### src/hw/rtl/mck_pkg.sv
// Package for the mecanum chassis kinematics block: types, codes, constants and
// the elaboration-time quarter-sine generator.
// No dependencies.
package mck_pkg;

    typedef longint unsigned t_u64;

    // Stream word widths
    localparam int IN_TDATA_W  = 160;
    localparam int OUT_TDATA_W = 112;

    // Default angle table depth (full turn), a power of two from 64 to 4096
    localparam int SINE_TABLE_DEPTH_DEF = 256;

    // Datapath widths
    localparam int OPA_W  = 21;
    localparam int OPB_W  = 17;
    localparam int PROD_W = OPA_W + OPB_W;
    localparam int ACC_W  = PROD_W + 1;
    localparam int SUM_W  = 20;

    localparam logic [15:0] SCALE_RESET = 16'd1138;

    // Mode codes
    localparam logic [2:0] MODE_ZERO_FORCE = 3'd0;
    localparam logic [2:0] MODE_NO_SPIN    = 3'd1;
    localparam logic [2:0] MODE_SPIN       = 3'd2;
    localparam logic [2:0] MODE_NAV        = 3'd3;

    // Spin gain bands
    localparam logic [2:0] BAND_HIGH = 3'd0;
    localparam logic [2:0] BAND_MID  = 3'd1;
    localparam logic [2:0] BAND_LOW  = 3'd2;
    localparam logic [2:0] BAND_MIN  = 3'd3;
    localparam logic [2:0] BAND_ZERO = 3'd4;

    localparam logic [11:0] VOLT_HIGH_LO = 12'd1800;
    localparam logic [11:0] VOLT_HIGH_HI = 12'd2400;
    localparam logic [11:0] VOLT_MID_LO  = 12'd1400;
    localparam logic [11:0] VOLT_LOW_LO  = 12'd1200;

    localparam t_u64 HALF_PI_Q30 = 64'd1686629713;
    localparam t_u64 Q15_ONE     = 64'd32767;
    localparam t_u64 Q30_HALF    = 64'd536870912;

    typedef enum logic [3:0] {
        ST_IDLE,
        ST_TRIG,
        ST_CVX0,
        ST_CVX1,
        ST_CVY0,
        ST_CVY1,
        ST_MX,
        ST_MY,
        ST_BVX0,
        ST_BVX1,
        ST_BVY0,
        ST_BVY1,
        ST_SPIN,
        ST_MIX
    } t_state;

    typedef enum logic [2:0] {
        ACC_HOLD,
        ACC_LOAD,
        ACC_ADD,
        ACC_SUB,
        ACC_NEG
    } t_acc_op;

    function automatic logic [2:0] band_of_voltage(input logic [11:0] volt);
        logic [2:0] band;
        if (volt >= VOLT_HIGH_LO && volt <= VOLT_HIGH_HI) begin
            band = BAND_HIGH;
        end else if (volt >= VOLT_MID_LO && volt < VOLT_HIGH_LO) begin
            band = BAND_MID;
        end else if (volt >= VOLT_LOW_LO && volt < VOLT_MID_LO) begin
            band = BAND_LOW;
        end else begin
            band = BAND_MIN;
        end
        return band;
    endfunction

    // Spin in units of 10000 times the gain
    function automatic logic [14:0] spin_unit_of_band(input logic [2:0] band);
        logic [14:0] unit;
        case (band)
            BAND_HIGH: unit = 15'd18000;
            BAND_MID:  unit = 15'd15000;
            BAND_LOW:  unit = 15'd10000;
            BAND_MIN:  unit = 15'd5000;
            default:   unit = 15'd0;
        endcase
        return unit;
    endfunction

    // Three times the spin unit over one hundred, exact for every band
    function automatic logic [9:0] nav_factor_of_band(input logic [2:0] band);
        logic [9:0] fac;
        case (band)
            BAND_HIGH: fac = 10'd540;
            BAND_MID:  fac = 10'd450;
            BAND_LOW:  fac = 10'd300;
            BAND_MIN:  fac = 10'd150;
            default:   fac = 10'd0;
        endcase
        return fac;
    endfunction

    // Quarter-wave sine in Q15 from an angle in Q2.30 radians (Taylor series)
    function automatic logic [14:0] quarter_sine_q15(input t_u64 x);
        t_u64   x2;
        t_u64   term;
        t_u64   v;
        longint sum;
        x2   = (x * x) >> 30;
        term = x;
        sum  = longint'(x);
        term = ((term * x2) >> 30) / 64'd6;
        sum  = sum - longint'(term);
        term = ((term * x2) >> 30) / 64'd20;
        sum  = sum + longint'(term);
        term = ((term * x2) >> 30) / 64'd42;
        sum  = sum - longint'(term);
        term = ((term * x2) >> 30) / 64'd72;
        sum  = sum + longint'(term);
        term = ((term * x2) >> 30) / 64'd110;
        sum  = sum - longint'(term);
        term = ((term * x2) >> 30) / 64'd156;
        sum  = sum + longint'(term);
        term = ((term * x2) >> 30) / 64'd210;
        sum  = sum - longint'(term);
        term = ((term * x2) >> 30) / 64'd272;
        sum  = sum + longint'(term);
        if (sum < 0) begin
            sum = 0;
        end
        v = (t_u64'(sum) * Q15_ONE + Q30_HALF) >> 30;
        if (v > Q15_ONE) begin
            v = Q15_ONE;
        end
        return v[14:0];
    endfunction

endpackage

### src/hw/rtl/mecanum_chassis_kinematics_top.sv
// Mecanum chassis kinematics: wheel reference mixing and body velocity estimate,
// worked through one shared multiply-accumulate unit under a state sequencer.
// Depends on mck_pkg.
//
// Usage
//   One input word per control tick arrives on s_axis; one result word per tick
//   leaves on m_axis. The wheel speed scale is written through i_cfg_we and
//   i_cfg_wdata; the user must write it only while the block is idle, which the block itself does not enforce.
//   Each item is worked in order through the single 21 x 17 bit multiplier: a
//   sine/cosine lookup, the products of the rotated command, the scaled wheel
//   sums and the body velocity, the navigation spin product and the mix step.
//   A new item is accepted only once the previous one has left the mix step.
//   s_axis_tready is high only while the sequencer is idle.
//   The result sits in an output register. The next word may be accepted while
//   it waits; if the receiver still stalls when the next result is ready, the
//   sequencer holds in its mix step until the register frees.
//   Reset clears the sequencer and the output valid, loads the scale with its
//   default and sets the spin gain band to zero gain. A tick's capacitor voltage
//   sets the spin gain used by the following tick.
//   SINE_TABLE_DEPTH must be a power of two.
module mecanum_chassis_kinematics_top
    import mck_pkg::*;
#(
    parameter int SINE_TABLE_DEPTH = SINE_TABLE_DEPTH_DEF
) (
    input  logic                   i_clk,
    input  logic                   i_rst_n,
    input  logic                   i_cfg_we,
    input  logic [15:0]            i_cfg_wdata,
    input  logic                   s_axis_tvalid,
    output logic                   s_axis_tready,
    // mode[2:0], cmd_vx[18:3], cmd_vy[34:19], cmd_spin[51:35],
    // nav_spin_percent[58:52], heading_offset[74:59], cap_voltage[86:75],
    // speed_front_left[104:87], speed_front_right[122:105],
    // speed_back_left[140:123], speed_back_right[158:141], zero[159]
    input  logic [IN_TDATA_W-1:0]  s_axis_tdata,
    output logic                   m_axis_tvalid,
    input  logic                   m_axis_tready,
    // ref_front_left[17:0], ref_front_right[35:18], ref_back_left[53:36],
    // ref_back_right[71:54], motors_enabled[72], body_vx[88:73],
    // body_vy[104:89], zero[111:105]
    output logic [OUT_TDATA_W-1:0] m_axis_tdata
);

    localparam int L   = $clog2(SINE_TABLE_DEPTH);
    localparam int QW  = L - 2;
    localparam int Q   = SINE_TABLE_DEPTH / 4;
    localparam int TIW = L - 1;

    localparam logic signed [ACC_W-1:0] RND15 = ACC_W'(16384);
    localparam logic signed [ACC_W-1:0] RND16 = ACC_W'(32768);

    // Quarter-wave table, entry j holds the sine of j steps of the full table
    logic [14:0] w_qsin [Q+1];

    for (genvar g = 0; g <= Q; g++) begin : g_qsin
        localparam t_u64 X_Q30 = (t_u64'(4 * g) * HALF_PI_Q30) / SINE_TABLE_DEPTH;
        assign w_qsin[g] = quarter_sine_q15(X_Q30);
    end

    function automatic logic signed [17:0] sat18(input logic signed [SUM_W-1:0] v);
        logic signed [17:0] r;
        if (v > SUM_W'(131071)) begin
            r = 18'sd131071;
        end else if (v < -SUM_W'(131072)) begin
            r = -18'sd131072;
        end else begin
            r = v[17:0];
        end
        return r;
    endfunction

    function automatic logic signed [15:0] sat16(input logic signed [23:0] v);
        logic signed [15:0] r;
        if (v > 24'sd32767) begin
            r = 16'sd32767;
        end else if (v < -24'sd32768) begin
            r = -16'sd32768;
        end else begin
            r = v[15:0];
        end
        return r;
    endfunction

    // Input word fields
    logic [2:0]         w_mode;
    logic signed [15:0] w_vx;
    logic signed [15:0] w_vy;
    logic signed [16:0] w_cmd_spin;
    logic [6:0]         w_pct;
    logic [15:0]        w_angle;
    logic [11:0]        w_volt;
    logic signed [17:0] w_fl;
    logic signed [17:0] w_fr;
    logic signed [17:0] w_bl;
    logic signed [17:0] w_br;

    assign w_mode     = s_axis_tdata[2:0];
    assign w_vx       = s_axis_tdata[18:3];
    assign w_vy       = s_axis_tdata[34:19];
    assign w_cmd_spin = s_axis_tdata[51:35];
    assign w_pct      = s_axis_tdata[58:52];
    assign w_angle    = s_axis_tdata[74:59];
    assign w_volt     = s_axis_tdata[86:75];
    assign w_fl       = s_axis_tdata[104:87];
    assign w_fr       = s_axis_tdata[122:105];
    assign w_bl       = s_axis_tdata[140:123];
    assign w_br       = s_axis_tdata[158:141];

    logic signed [SUM_W-1:0] w_fl_x;
    logic signed [SUM_W-1:0] w_fr_x;
    logic signed [SUM_W-1:0] w_bl_x;
    logic signed [SUM_W-1:0] w_br_x;
    logic signed [SUM_W-1:0] w_sumx;
    logic signed [SUM_W-1:0] w_sumy;

    assign w_fl_x = {{(SUM_W-18){w_fl[17]}}, w_fl};
    assign w_fr_x = {{(SUM_W-18){w_fr[17]}}, w_fr};
    assign w_bl_x = {{(SUM_W-18){w_bl[17]}}, w_bl};
    assign w_br_x = {{(SUM_W-18){w_br[17]}}, w_br};
    assign w_sumx = w_fl_x + w_bl_x - w_br_x - w_fr_x;
    assign w_sumy = w_bl_x + w_br_x - w_fl_x - w_fr_x;

    // Control state
    t_state      r_state;
    t_state      n_state;
    logic        r_out_valid;
    logic [2:0]  r_band;
    logic [15:0] r_scale;

    // Captured operands
    logic [2:0]              r_mode;
    logic signed [15:0]      r_vx;
    logic signed [15:0]      r_vy;
    logic signed [16:0]      r_cmd_spin;
    logic [6:0]              r_pct;
    logic [1:0]              r_quad;
    logic [QW-1:0]           r_j;
    logic signed [SUM_W-1:0] r_sumx;
    logic signed [SUM_W-1:0] r_sumy;
    logic [14:0]             r_unit;
    logic [9:0]              r_nav_fac;

    // Intermediate results
    logic signed [15:0]      r_sin;
    logic signed [15:0]      r_cos;
    logic signed [17:0]      r_cvx;
    logic signed [17:0]      r_cvy;
    logic signed [OPA_W-1:0] r_mx;
    logic signed [OPA_W-1:0] r_my;
    logic signed [15:0]      r_bvx;
    logic signed [15:0]      r_bvy;
    logic signed [ACC_W-1:0] r_acc;
    logic signed [ACC_W-1:0] n_acc;
    logic [OUT_TDATA_W-1:0]  r_out_data;

    // Sequencer outputs
    t_acc_op                 acc_op;
    logic signed [OPA_W-1:0] opa;
    logic signed [OPB_W-1:0] opb;
    logic                    out_load;
    logic                    accept;

    // Shared multiply-accumulate unit
    logic signed [PROD_W-1:0] w_prod;
    logic signed [ACC_W-1:0]  w_prod_x;

    assign w_prod   = opa * opb;
    assign w_prod_x = {w_prod[PROD_W-1], w_prod};

    always_comb begin
        case (acc_op)
            ACC_LOAD: n_acc = w_prod_x;
            ACC_ADD:  n_acc = r_acc + w_prod_x;
            ACC_SUB:  n_acc = r_acc - w_prod_x;
            ACC_NEG:  n_acc = -w_prod_x;
            default:  n_acc = r_acc;
        endcase
    end

    // Rounded views of the accumulator
    logic signed [ACC_W-1:0] w_acc_r15;
    logic signed [ACC_W-1:0] w_acc_r16;
    logic signed [23:0]      w_q15;
    logic signed [22:0]      w_q16;

    assign w_acc_r15 = r_acc + RND15;
    assign w_acc_r16 = r_acc + RND16;
    assign w_q15     = w_acc_r15[ACC_W-1:15];
    assign w_q16     = w_acc_r16[ACC_W-1:16];

    // Sine and cosine from the quarter-wave table
    logic [TIW-1:0]     w_b_idx;
    logic signed [15:0] w_a16;
    logic signed [15:0] w_b16;
    logic signed [15:0] w_sin;
    logic signed [15:0] w_cos;

    assign w_b_idx = TIW'(Q) - {1'b0, r_j};
    assign w_a16   = {1'b0, w_qsin[{1'b0, r_j}]};
    assign w_b16   = {1'b0, w_qsin[w_b_idx]};

    always_comb begin
        case (r_quad)
            2'd0: begin
                w_sin = w_a16;
                w_cos = w_b16;
            end
            2'd1: begin
                w_sin = w_b16;
                w_cos = -w_a16;
            end
            2'd2: begin
                w_sin = -w_a16;
                w_cos = -w_b16;
            end
            default: begin
                w_sin = -w_b16;
                w_cos = w_a16;
            end
        endcase
    end

    // Operand extensions
    logic signed [OPA_W-1:0] w_vx_a;
    logic signed [OPA_W-1:0] w_vy_a;
    logic signed [OPA_W-1:0] w_sumx_a;
    logic signed [OPA_W-1:0] w_sumy_a;
    logic signed [OPA_W-1:0] w_pct_a;
    logic signed [OPB_W-1:0] w_sin_b;
    logic signed [OPB_W-1:0] w_cos_b;
    logic signed [OPB_W-1:0] w_scale_b;
    logic signed [OPB_W-1:0] w_fac_b;

    assign w_vx_a    = {{(OPA_W-16){r_vx[15]}}, r_vx};
    assign w_vy_a    = {{(OPA_W-16){r_vy[15]}}, r_vy};
    assign w_sumx_a  = {{(OPA_W-SUM_W){r_sumx[SUM_W-1]}}, r_sumx};
    assign w_sumy_a  = {{(OPA_W-SUM_W){r_sumy[SUM_W-1]}}, r_sumy};
    assign w_pct_a   = {{(OPA_W-7){1'b0}}, r_pct};
    assign w_sin_b   = {{(OPB_W-16){r_sin[15]}}, r_sin};
    assign w_cos_b   = {{(OPB_W-16){r_cos[15]}}, r_cos};
    assign w_scale_b = {{(OPB_W-16){1'b0}}, r_scale};
    assign w_fac_b   = {{(OPB_W-10){1'b0}}, r_nav_fac};

    // Sequencer: next state and control
    always_comb begin
        n_state  = r_state;
        acc_op   = ACC_HOLD;
        opa      = w_vx_a;
        opb      = w_cos_b;
        out_load = 1'b0;
        accept   = 1'b0;
        case (r_state)
            ST_IDLE: begin
                accept = s_axis_tvalid;
                if (s_axis_tvalid) begin
                    n_state = ST_TRIG;
                end
            end
            ST_TRIG: n_state = ST_CVX0;
            ST_CVX0: begin
                acc_op  = ACC_LOAD;
                n_state = ST_CVX1;
            end
            ST_CVX1: begin
                acc_op  = ACC_SUB;
                opa     = w_vy_a;
                opb     = w_sin_b;
                n_state = ST_CVY0;
            end
            ST_CVY0: begin
                acc_op  = ACC_LOAD;
                opb     = w_sin_b;
                n_state = ST_CVY1;
            end
            ST_CVY1: begin
                acc_op  = ACC_ADD;
                opa     = w_vy_a;
                n_state = ST_MX;
            end
            ST_MX: begin
                acc_op  = ACC_LOAD;
                opa     = w_sumx_a;
                opb     = w_scale_b;
                n_state = ST_MY;
            end
            ST_MY: begin
                acc_op  = ACC_LOAD;
                opa     = w_sumy_a;
                opb     = w_scale_b;
                n_state = ST_BVX0;
            end
            ST_BVX0: begin
                acc_op  = ACC_LOAD;
                opa     = r_mx;
                n_state = ST_BVX1;
            end
            ST_BVX1: begin
                acc_op  = ACC_ADD;
                opa     = r_my;
                opb     = w_sin_b;
                n_state = ST_BVY0;
            end
            ST_BVY0: begin
                acc_op  = ACC_NEG;
                opa     = r_mx;
                opb     = w_sin_b;
                n_state = ST_BVY1;
            end
            ST_BVY1: begin
                acc_op  = ACC_ADD;
                opa     = r_my;
                n_state = ST_SPIN;
            end
            ST_SPIN: begin
                acc_op  = ACC_LOAD;
                opa     = w_pct_a;
                opb     = w_fac_b;
                n_state = ST_MIX;
            end
            ST_MIX: begin
                // hold until the output register is free
                if (!r_out_valid || m_axis_tready) begin
                    out_load = 1'b1;
                    n_state  = ST_IDLE;
                end
            end
            default: n_state = ST_IDLE;
        endcase
    end

    assign s_axis_tready = (r_state == ST_IDLE);

    // Wheel mix
    logic signed [SUM_W-1:0] w_spin;
    logic signed [SUM_W-1:0] w_cvx_x;
    logic signed [SUM_W-1:0] w_cvy_x;
    logic signed [SUM_W-1:0] w_diff;
    logic signed [SUM_W-1:0] w_plus;
    logic signed [17:0]      w_ref_fl;
    logic signed [17:0]      w_ref_fr;
    logic signed [17:0]      w_ref_bl;
    logic signed [17:0]      w_ref_br;
    logic                    w_enabled;

    always_comb begin
        case (r_mode)
            MODE_NO_SPIN: w_spin = '0;
            MODE_SPIN:    w_spin = {{(SUM_W-15){1'b0}}, r_unit};
            MODE_NAV:     w_spin = r_acc[SUM_W-1:0];
            default:      w_spin = {{(SUM_W-17){r_cmd_spin[16]}}, r_cmd_spin};
        endcase
    end

    assign w_cvx_x   = {{(SUM_W-18){r_cvx[17]}}, r_cvx};
    assign w_cvy_x   = {{(SUM_W-18){r_cvy[17]}}, r_cvy};
    assign w_diff    = w_cvx_x - w_cvy_x;
    assign w_plus    = w_cvx_x + w_cvy_x;
    assign w_ref_fl  = sat18(w_diff - w_spin);
    assign w_ref_fr  = sat18(w_plus + w_spin);
    assign w_ref_bl  = sat18(w_plus - w_spin);
    assign w_ref_br  = sat18(w_diff + w_spin);
    assign w_enabled = (r_mode != MODE_ZERO_FORCE);

    // Control registers
    always_ff @(posedge i_clk) begin
        if (!i_rst_n) begin
            r_state     <= ST_IDLE;
            r_out_valid <= 1'b0;
            r_band      <= BAND_ZERO;
            r_scale     <= SCALE_RESET;
        end else begin
            r_state <= n_state;
            if (out_load) begin
                r_out_valid <= 1'b1;
            end else if (m_axis_tready) begin
                r_out_valid <= 1'b0;
            end
            // band takes effect on the next tick
            if (accept) begin
                r_band <= band_of_voltage(w_volt);
            end
            if (i_cfg_we) begin
                r_scale <= i_cfg_wdata;
            end
        end
    end

    // Datapath registers
    always_ff @(posedge i_clk) begin
        r_acc <= n_acc;
        if (accept) begin
            r_mode     <= w_mode;
            r_vx       <= w_vx;
            r_vy       <= w_vy;
            r_cmd_spin <= w_cmd_spin;
            r_pct      <= w_pct;
            r_quad     <= w_angle[15:14];
            r_j        <= w_angle[13 -: QW];
            r_sumx     <= w_sumx;
            r_sumy     <= w_sumy;
            r_unit     <= spin_unit_of_band(r_band);
            r_nav_fac  <= nav_factor_of_band(r_band);
        end
        case (r_state)
            ST_TRIG: begin
                r_sin <= w_sin;
                r_cos <= w_cos;
            end
            ST_CVY0: r_cvx <= w_q15[17:0];
            ST_MX:   r_cvy <= w_q15[17:0];
            ST_MY:   r_mx  <= w_q16[OPA_W-1:0];
            ST_BVX0: r_my  <= w_q16[OPA_W-1:0];
            ST_BVY0: r_bvx <= sat16(w_q15);
            ST_SPIN: r_bvy <= sat16(w_q15);
            default: begin
            end
        endcase
        if (out_load) begin
            r_out_data <= {7'b0, r_bvy, r_bvx, w_enabled,
                           w_ref_br, w_ref_bl, w_ref_fr, w_ref_fl};
        end
    end

    assign m_axis_tvalid = r_out_valid;
    assign m_axis_tdata  = r_out_data;

endmodule

### config.mk
export PLATFORM = sky130hd
export DESIGN_NAME = mecanum_chassis_kinematics_top
export DESIGN_NICKNAME = d
export VERILOG_FILES = /design/src/hw/rtl/mck_pkg.sv /design/src/hw/rtl/mecanum_chassis_kinematics_top.sv
export SDC_FILE = /design/constraint.sdc
export NUM_CORES = 2
export LEC_CHECK = 0
export ABC_AREA = 1
export BUFFER_PORTS_ARGS = -buffer_cell sky130_fd_sc_hd__buf_4
export CORE_UTILIZATION = 48
export CTS_CLUSTER_DIAMETER = 60
export DETAILED_ROUTE_END_ITERATION = 6
export HOLD_SLACK_MARGIN = 0.1
export MAX_ROUTING_LAYER = met4
export PLACE_DENSITY = 0.65
export REMOVE_ABC_BUFFERS = 1
export SLEW_MARGIN = 20
export SYNTH_ARGS = -nofsm -noshare
export SYNTH_HDL_FRONTEND = slang
export SYNTH_SLANG_ARGS = --single-unit
### constraint.sdc
create_clock -name i_clk -period 10.35 [get_ports i_clk]
set_input_delay 3.105 -clock i_clk [delete_from_list [all_inputs] [get_ports i_clk]]
set_output_delay 3.105 -clock i_clk [all_outputs]
set_load 0.03 [all_outputs]
Word level (Yosys, flattened, before mapping)
Memory sizes are Yosys's and may differ from the RTL's. Index checks and enable logic that the tools add are counted.

$add $sub $neg: 20. Multiply operators: 1. $lt $le $gt $ge: 18. Eq/ne operators: 27. Mux-type cells: 30. Bitwise operators: 2. Reductions and logical operators: 19.

Operator list (number): $pmux 39 s4 (1); $pmux 21 s6 (1); $pmux 16 s3 (2); $gt 20x18->1 const B (4); $lt 20x18->1 const B (4); $mux 18 (4); $mux 15 (4); $pmux 15 s4 (1); $pmux 20 s3 (1); $add 18x18->19 (3); $pmux 4 s14 (1); $pmux 17 s3 (1); $add 19x20->20 (2); $pmux 10 s4 (1); $sub 19x18->20 (2); $sub 19x20->20 (2); $sub 20x18->20 (2); $add 39x16->39 const B (1); $add 39x38->39 (1); $neg 38->39 (1); $sub 39x38->39 (1); $mul 21x17->38 (1); $add 37x17->37 const B (1); $ge 12x11->1 const B (3); other kinds (39) (72).

Register bits after elaboration: 442. Memory bits (read-only): 3840. Input bits: 181. Output and inout port bits: 114. Word-level logic and storage cells: 148. Memories kept: 2.

Memory list: (name not given) (words 128, width 15, rd ports 1, clocked after memory_dff 0, wr ports 0, line mecanum_chassis_kinematics_top.sv:201) `assign w_b16 = {1'b0, w_qsin[w_b_idx]};`; (name not given) (words 128, width 15, rd ports 1, clocked after memory_dff 0, wr ports 0, line mecanum_chassis_kinematics_top.sv:200) `assign w_a16 = {1'b0, w_qsin[{1'b0, r_j}]};`.

Longest topological paths before layout
Word-level depth: 7. Depth in mapped cells: 57.

Worst setup path before layout
OpenSTA, ideal clock, no wires.

Kind: flip-flop to flip-flop. Start: register r_state[1]. End: register r_acc[35] (data pin). Library setup time: 0.272 ns. Arrival time: 9.235 ns. Required time: 10.078 ns. Path slack: 0.844 ns. Cell stages (with the launch flop): 48. Path buffers: 1. Period minus slack after synthesis: 9.506 ns. Path through: dfxtp_1 -> inv_2 -> nand2_4 -> nor2_2 -> nor2_4 -> nand2_4 -> nor2_2 -> nand2_1 -> nand2_1 -> a21oi_1 -> inv_1 -> clkbuf_1 -> nand2_1 -> fa_1 -> fa_1 -> inv_1 -> fa_1 -> fa_1 -> [... 12 more ...] -> nand2_1 -> inv_1 -> nor2_1 -> nand3_1 -> nor2_4 -> nand2_4 -> nor2_1 -> xor2_1 -> o21ai_0 -> ha_1 -> nand4_1 -> nor3_1 -> nand2_1 -> o21ai_0 -> a31oi_1 -> or2_2 -> nand3_1 -> o211ai_1.

Longest elaborated chain between the ends: 6. Elaborated cells on any way between the ends: 30. Classes of those cells: add/sub: 3; mul: 1; eq/ne: 15; mux: 4; reduce/logical: 7.

RTL lines: start, declared (line mecanum_chassis_kinematics_top.sv:125) `t_state r_state;`; start signal, assigned (line mecanum_chassis_kinematics_top.sv:373) `r_state <= n_state;`; $eq 4x4->1 (tied with other cells) (line mecanum_chassis_kinematics_top.sv:253) `case (r_state)`; $reduce_or 4->1 (no source line) / $reduce_or 2->1 (equally long branches); $pmux 17 s3 / $pmux 21 s6 (equally long branches) (line mecanum_chassis_kinematics_top.sv:253); $mul 21x17->38 (line mecanum_chassis_kinematics_top.sv:168) `assign w_prod = opa * opb;`; $sub 39x38->39 (tied with other cells) (line mecanum_chassis_kinematics_top.sv:175) `ACC_SUB: n_acc = r_acc - w_prod_x;`; $pmux 39 s4 * (line mecanum_chassis_kinematics_top.sv:172) `case (acc_op)`; named net n_acc[35] (line mecanum_chassis_kinematics_top.sv:154) `logic signed [ACC_W-1:0] n_acc;`; end signal, assigned (line mecanum_chassis_kinematics_top.sv:391) `r_acc <= n_acc;`; end, declared (line mecanum_chassis_kinematics_top.sv:153) `logic signed [ACC_W-1:0] r_acc;`.

The timed path passes the listed nets; every way through them passes the cells marked *. A chain may end at the register's enable or synchronous reset.

Worst setup path after layout
Same ends and word-level chain as after synthesis.

==> reports/results.tsv <==
metric	value	unit
status	completed	
drt first pass iters	6	
DRT iter0 DRCs	3732	
CP arrival	10180	ps
Port Buffers	278	
Mean Syn Cell Area	8.10	sq um
cell with the most instances after synthesis	nand2_1	
Fin Hold WS	415	ps
global route total overflow	0	
DIE HEIGHT	314	microns
Avg WL per Cell	19.6	microns
vias per cell	5.49	
layout cells sized above 1	12.3	%
Final Wtd Congestion	1.07	
worst hold path type	flop to flop	
met2 WL post-DR	69000	microns
Slew headroom	29.7	%
Clock Pin Slew Worst Setup and Hold Paths	70	ps
Slew Viols, Final	0	
Yosys reg bits	428	
core area	96700	sq um
mapped cell area	46800	sq um
via count	41100	
CTS root buf	clkbuf_16	
family with the most delay on the worst path	adder cells	
setup TNS	0	ps
Detail Placement HPWL	120000	microns
pre-CTS setup slack	-95.5	ps
Total Wirelength	147000	microns
worst skew pair latency	680	ps
TritonCTS clock tree	done	
Post-synth EDFFs	404	
largest net degree at the start of global routing	75	
top layer reached by signal wires	met4	
count of cell types in the netlist	75	
Setup crit end kind	flop	
Setup CP Type	flop to flop	
post-layout min period	9820	ps
Post-synth top flop	edfxtp_1	
Async SR Flop Fraction	0	%
Setup Viol. Count Final	0	
I/O pin cnt	295	
wl on met1	59900	microns
Total GRT Usage	30.8	%
vias in the first global route	40700	
Die W	314	microns
final setup skew	53.9	ps
MaxCap Viol Count	0	
ANT nets after route	0	
CTS max path bufs	3	
Die ar.	98800	sq um
DR WL met3	10900	microns
first-pass GRT wire length	228000	microns
crit path buf inv count	10	
Max stage delay on crit path	560	ps
Syn. warnings	0	
fmax	102	MHz
Post-route DRC	0	
hold violation count in the final report	0	
post-synth top area share	25.9	%
Cells after Synth	5782	
synth-to-layout area growth	14.7	%
slew of the pin with the lowest slew margin	1050	ps
num rows	114	
Layout Utilization	55.6	%
Slowest-stage cell, CP	fa_1	
setup ws final	528	ps
Worst EP required	10700	ps
top cells by area, synth	edfxtp_1 (26%), fa_1 (19%), nand2_1 (9.2%), inv_1 (8.6%), ha_1 (8.4%)	
Post-CTS Hold Buffers	0	
most used cell along the critical path	fa_1	
Seq/Total Area, Yosys	26.9	%
Sink Count	428	
Commonest cells post-synth	nand2_1 (1154), inv_1 (1077), nor2_1 (549)	
H-tree Lvls	2	
Yosys top cell by area	edfxtp_1	
Starting Density	48.4	%
Nets	7095	
TritonCTS buffer count	52	
initial antenna violation count	4	
crit path max fanout	9	
Worst setup SP type	flop	
Tcrit/Tclk final	94.9	%
-- cell type report --
type | instances | area [sq um]
tap | 1276 | 1600
clock buffer | 58 | 1380
fill | 9128 | 43000
antenna | 5 | 12.5
sequential | 428 | 12600
timing repair buffer | 482 | 3710
multi-input combinational | 4093 | 29700
clock inverter | 38 | 500
inverter | 1107 | 4200
-- stage by stage --
| stage | std cells | instance area, sq um |
|---|---|---|
| finish | 7487 | 53700 |
| global route | 7485 | 53700 |
| CTS | 7470 | 53300 |
| detailed placement | 7374 | 51400 |
| global placement | 7374 | 51400 |
| floorplan | 5627 | 46100 |
-- cell families after synthesis --
family / count (synthesis) / share of synthesized area, %
compound gates: 960 / 12.1
xor+xnor: 226 / 4.26
fa+ha+maj: 750 / 27.0
buf+inv: 1268 / 10.4
flops: 428 / 26.9
other cells: 1 / 0.00801
simple gates: 2149 / 19.2
-- per-layer routing --
metal / global-route usage, % / up-vias
li1: - / 19500
met1: 39.4 / 19700
met2: 49.7 / 1606
met3: 3.65 / 334
met4: 12.4 / 0
met5: - / -
-- worst reg2reg max path: cells and delay by family (launching register included) --
family,cells,cell delay [ps]
adder cells (fa/ha/maj),8,3590
AO/OA/AOI/OAI,5,720
XOR/XNOR,2,420
flip-flops,1,390
AND/OR/NAND/NOR,22,3100
buffers and inverters,10,1300
-- repair_timing --
item,in CTS,in global routing
pin swaps,0,13
resized for setup,3,99
setup buffers,0,11
cloned,0,1
setup endpoints to repair,8,18
-- registers in the layout (all words and copies together), names as in the netlist, 17 cells and up --
| register | cells |
|---|---|
| m_axis_tdata | 105 |
| r_acc | 39 |
| r_cmd_spin | 17 |
| r_cvx | 18 |
| r_cvy | 18 |
| r_mx | 21 |
| r_my | 21 |
| r_sumx | 20 |
| r_sumy | 20 |
-- path summary, 6_finish.rpt --
kind | from | to | slack, ps | cells past startpoint
max | r_state[1] | r_acc[35] | 530 | 47
min | r_bvx[6] | m_axis_tdata[79] | 410 | 0
max reg2reg | r_state[1] | r_acc[35] | 530 | 47
min reg2reg | r_bvx[6] | m_axis_tdata[79] | 410 | 0
-- cells in the final DEF (no fill, tap or decap), types with 9 or more instances in the layout --
cell type and instances:
a211oi_1 9, a21o_1 12, a21oi_1 326, a221oi_1 31
a22o_1 10, a22oi_1 22, a31oi_1 51, buf_4 471
clkbuf_16 54, clkinv_1 11, clkinvlp_4 9, dfxtp_1 20
edfxtp_1 404, fa_1 437, ha_1 306, inv_1 1067
inv_2 20, nand2_1 1144, nand2_2 17, nand3_1 225
nand4_1 56, nor2_1 523, nor2_2 31, nor2_4 11
nor3_1 53, nor3_2 10, nor4_1 14, o2111ai_1 17
o211ai_1 40, o21a_1 9, o21ai_0 280, o21ai_1 30
o21ai_2 10, o21bai_1 31, o221ai_1 16, o22ai_1 13
o31ai_1 12, or2_2 22, xnor2_1 32, xor2_1 191
Power is left out: the tool's default activity adds up to more than one toggle a clock period on the data nets, which glitch-free logic cannot reach.
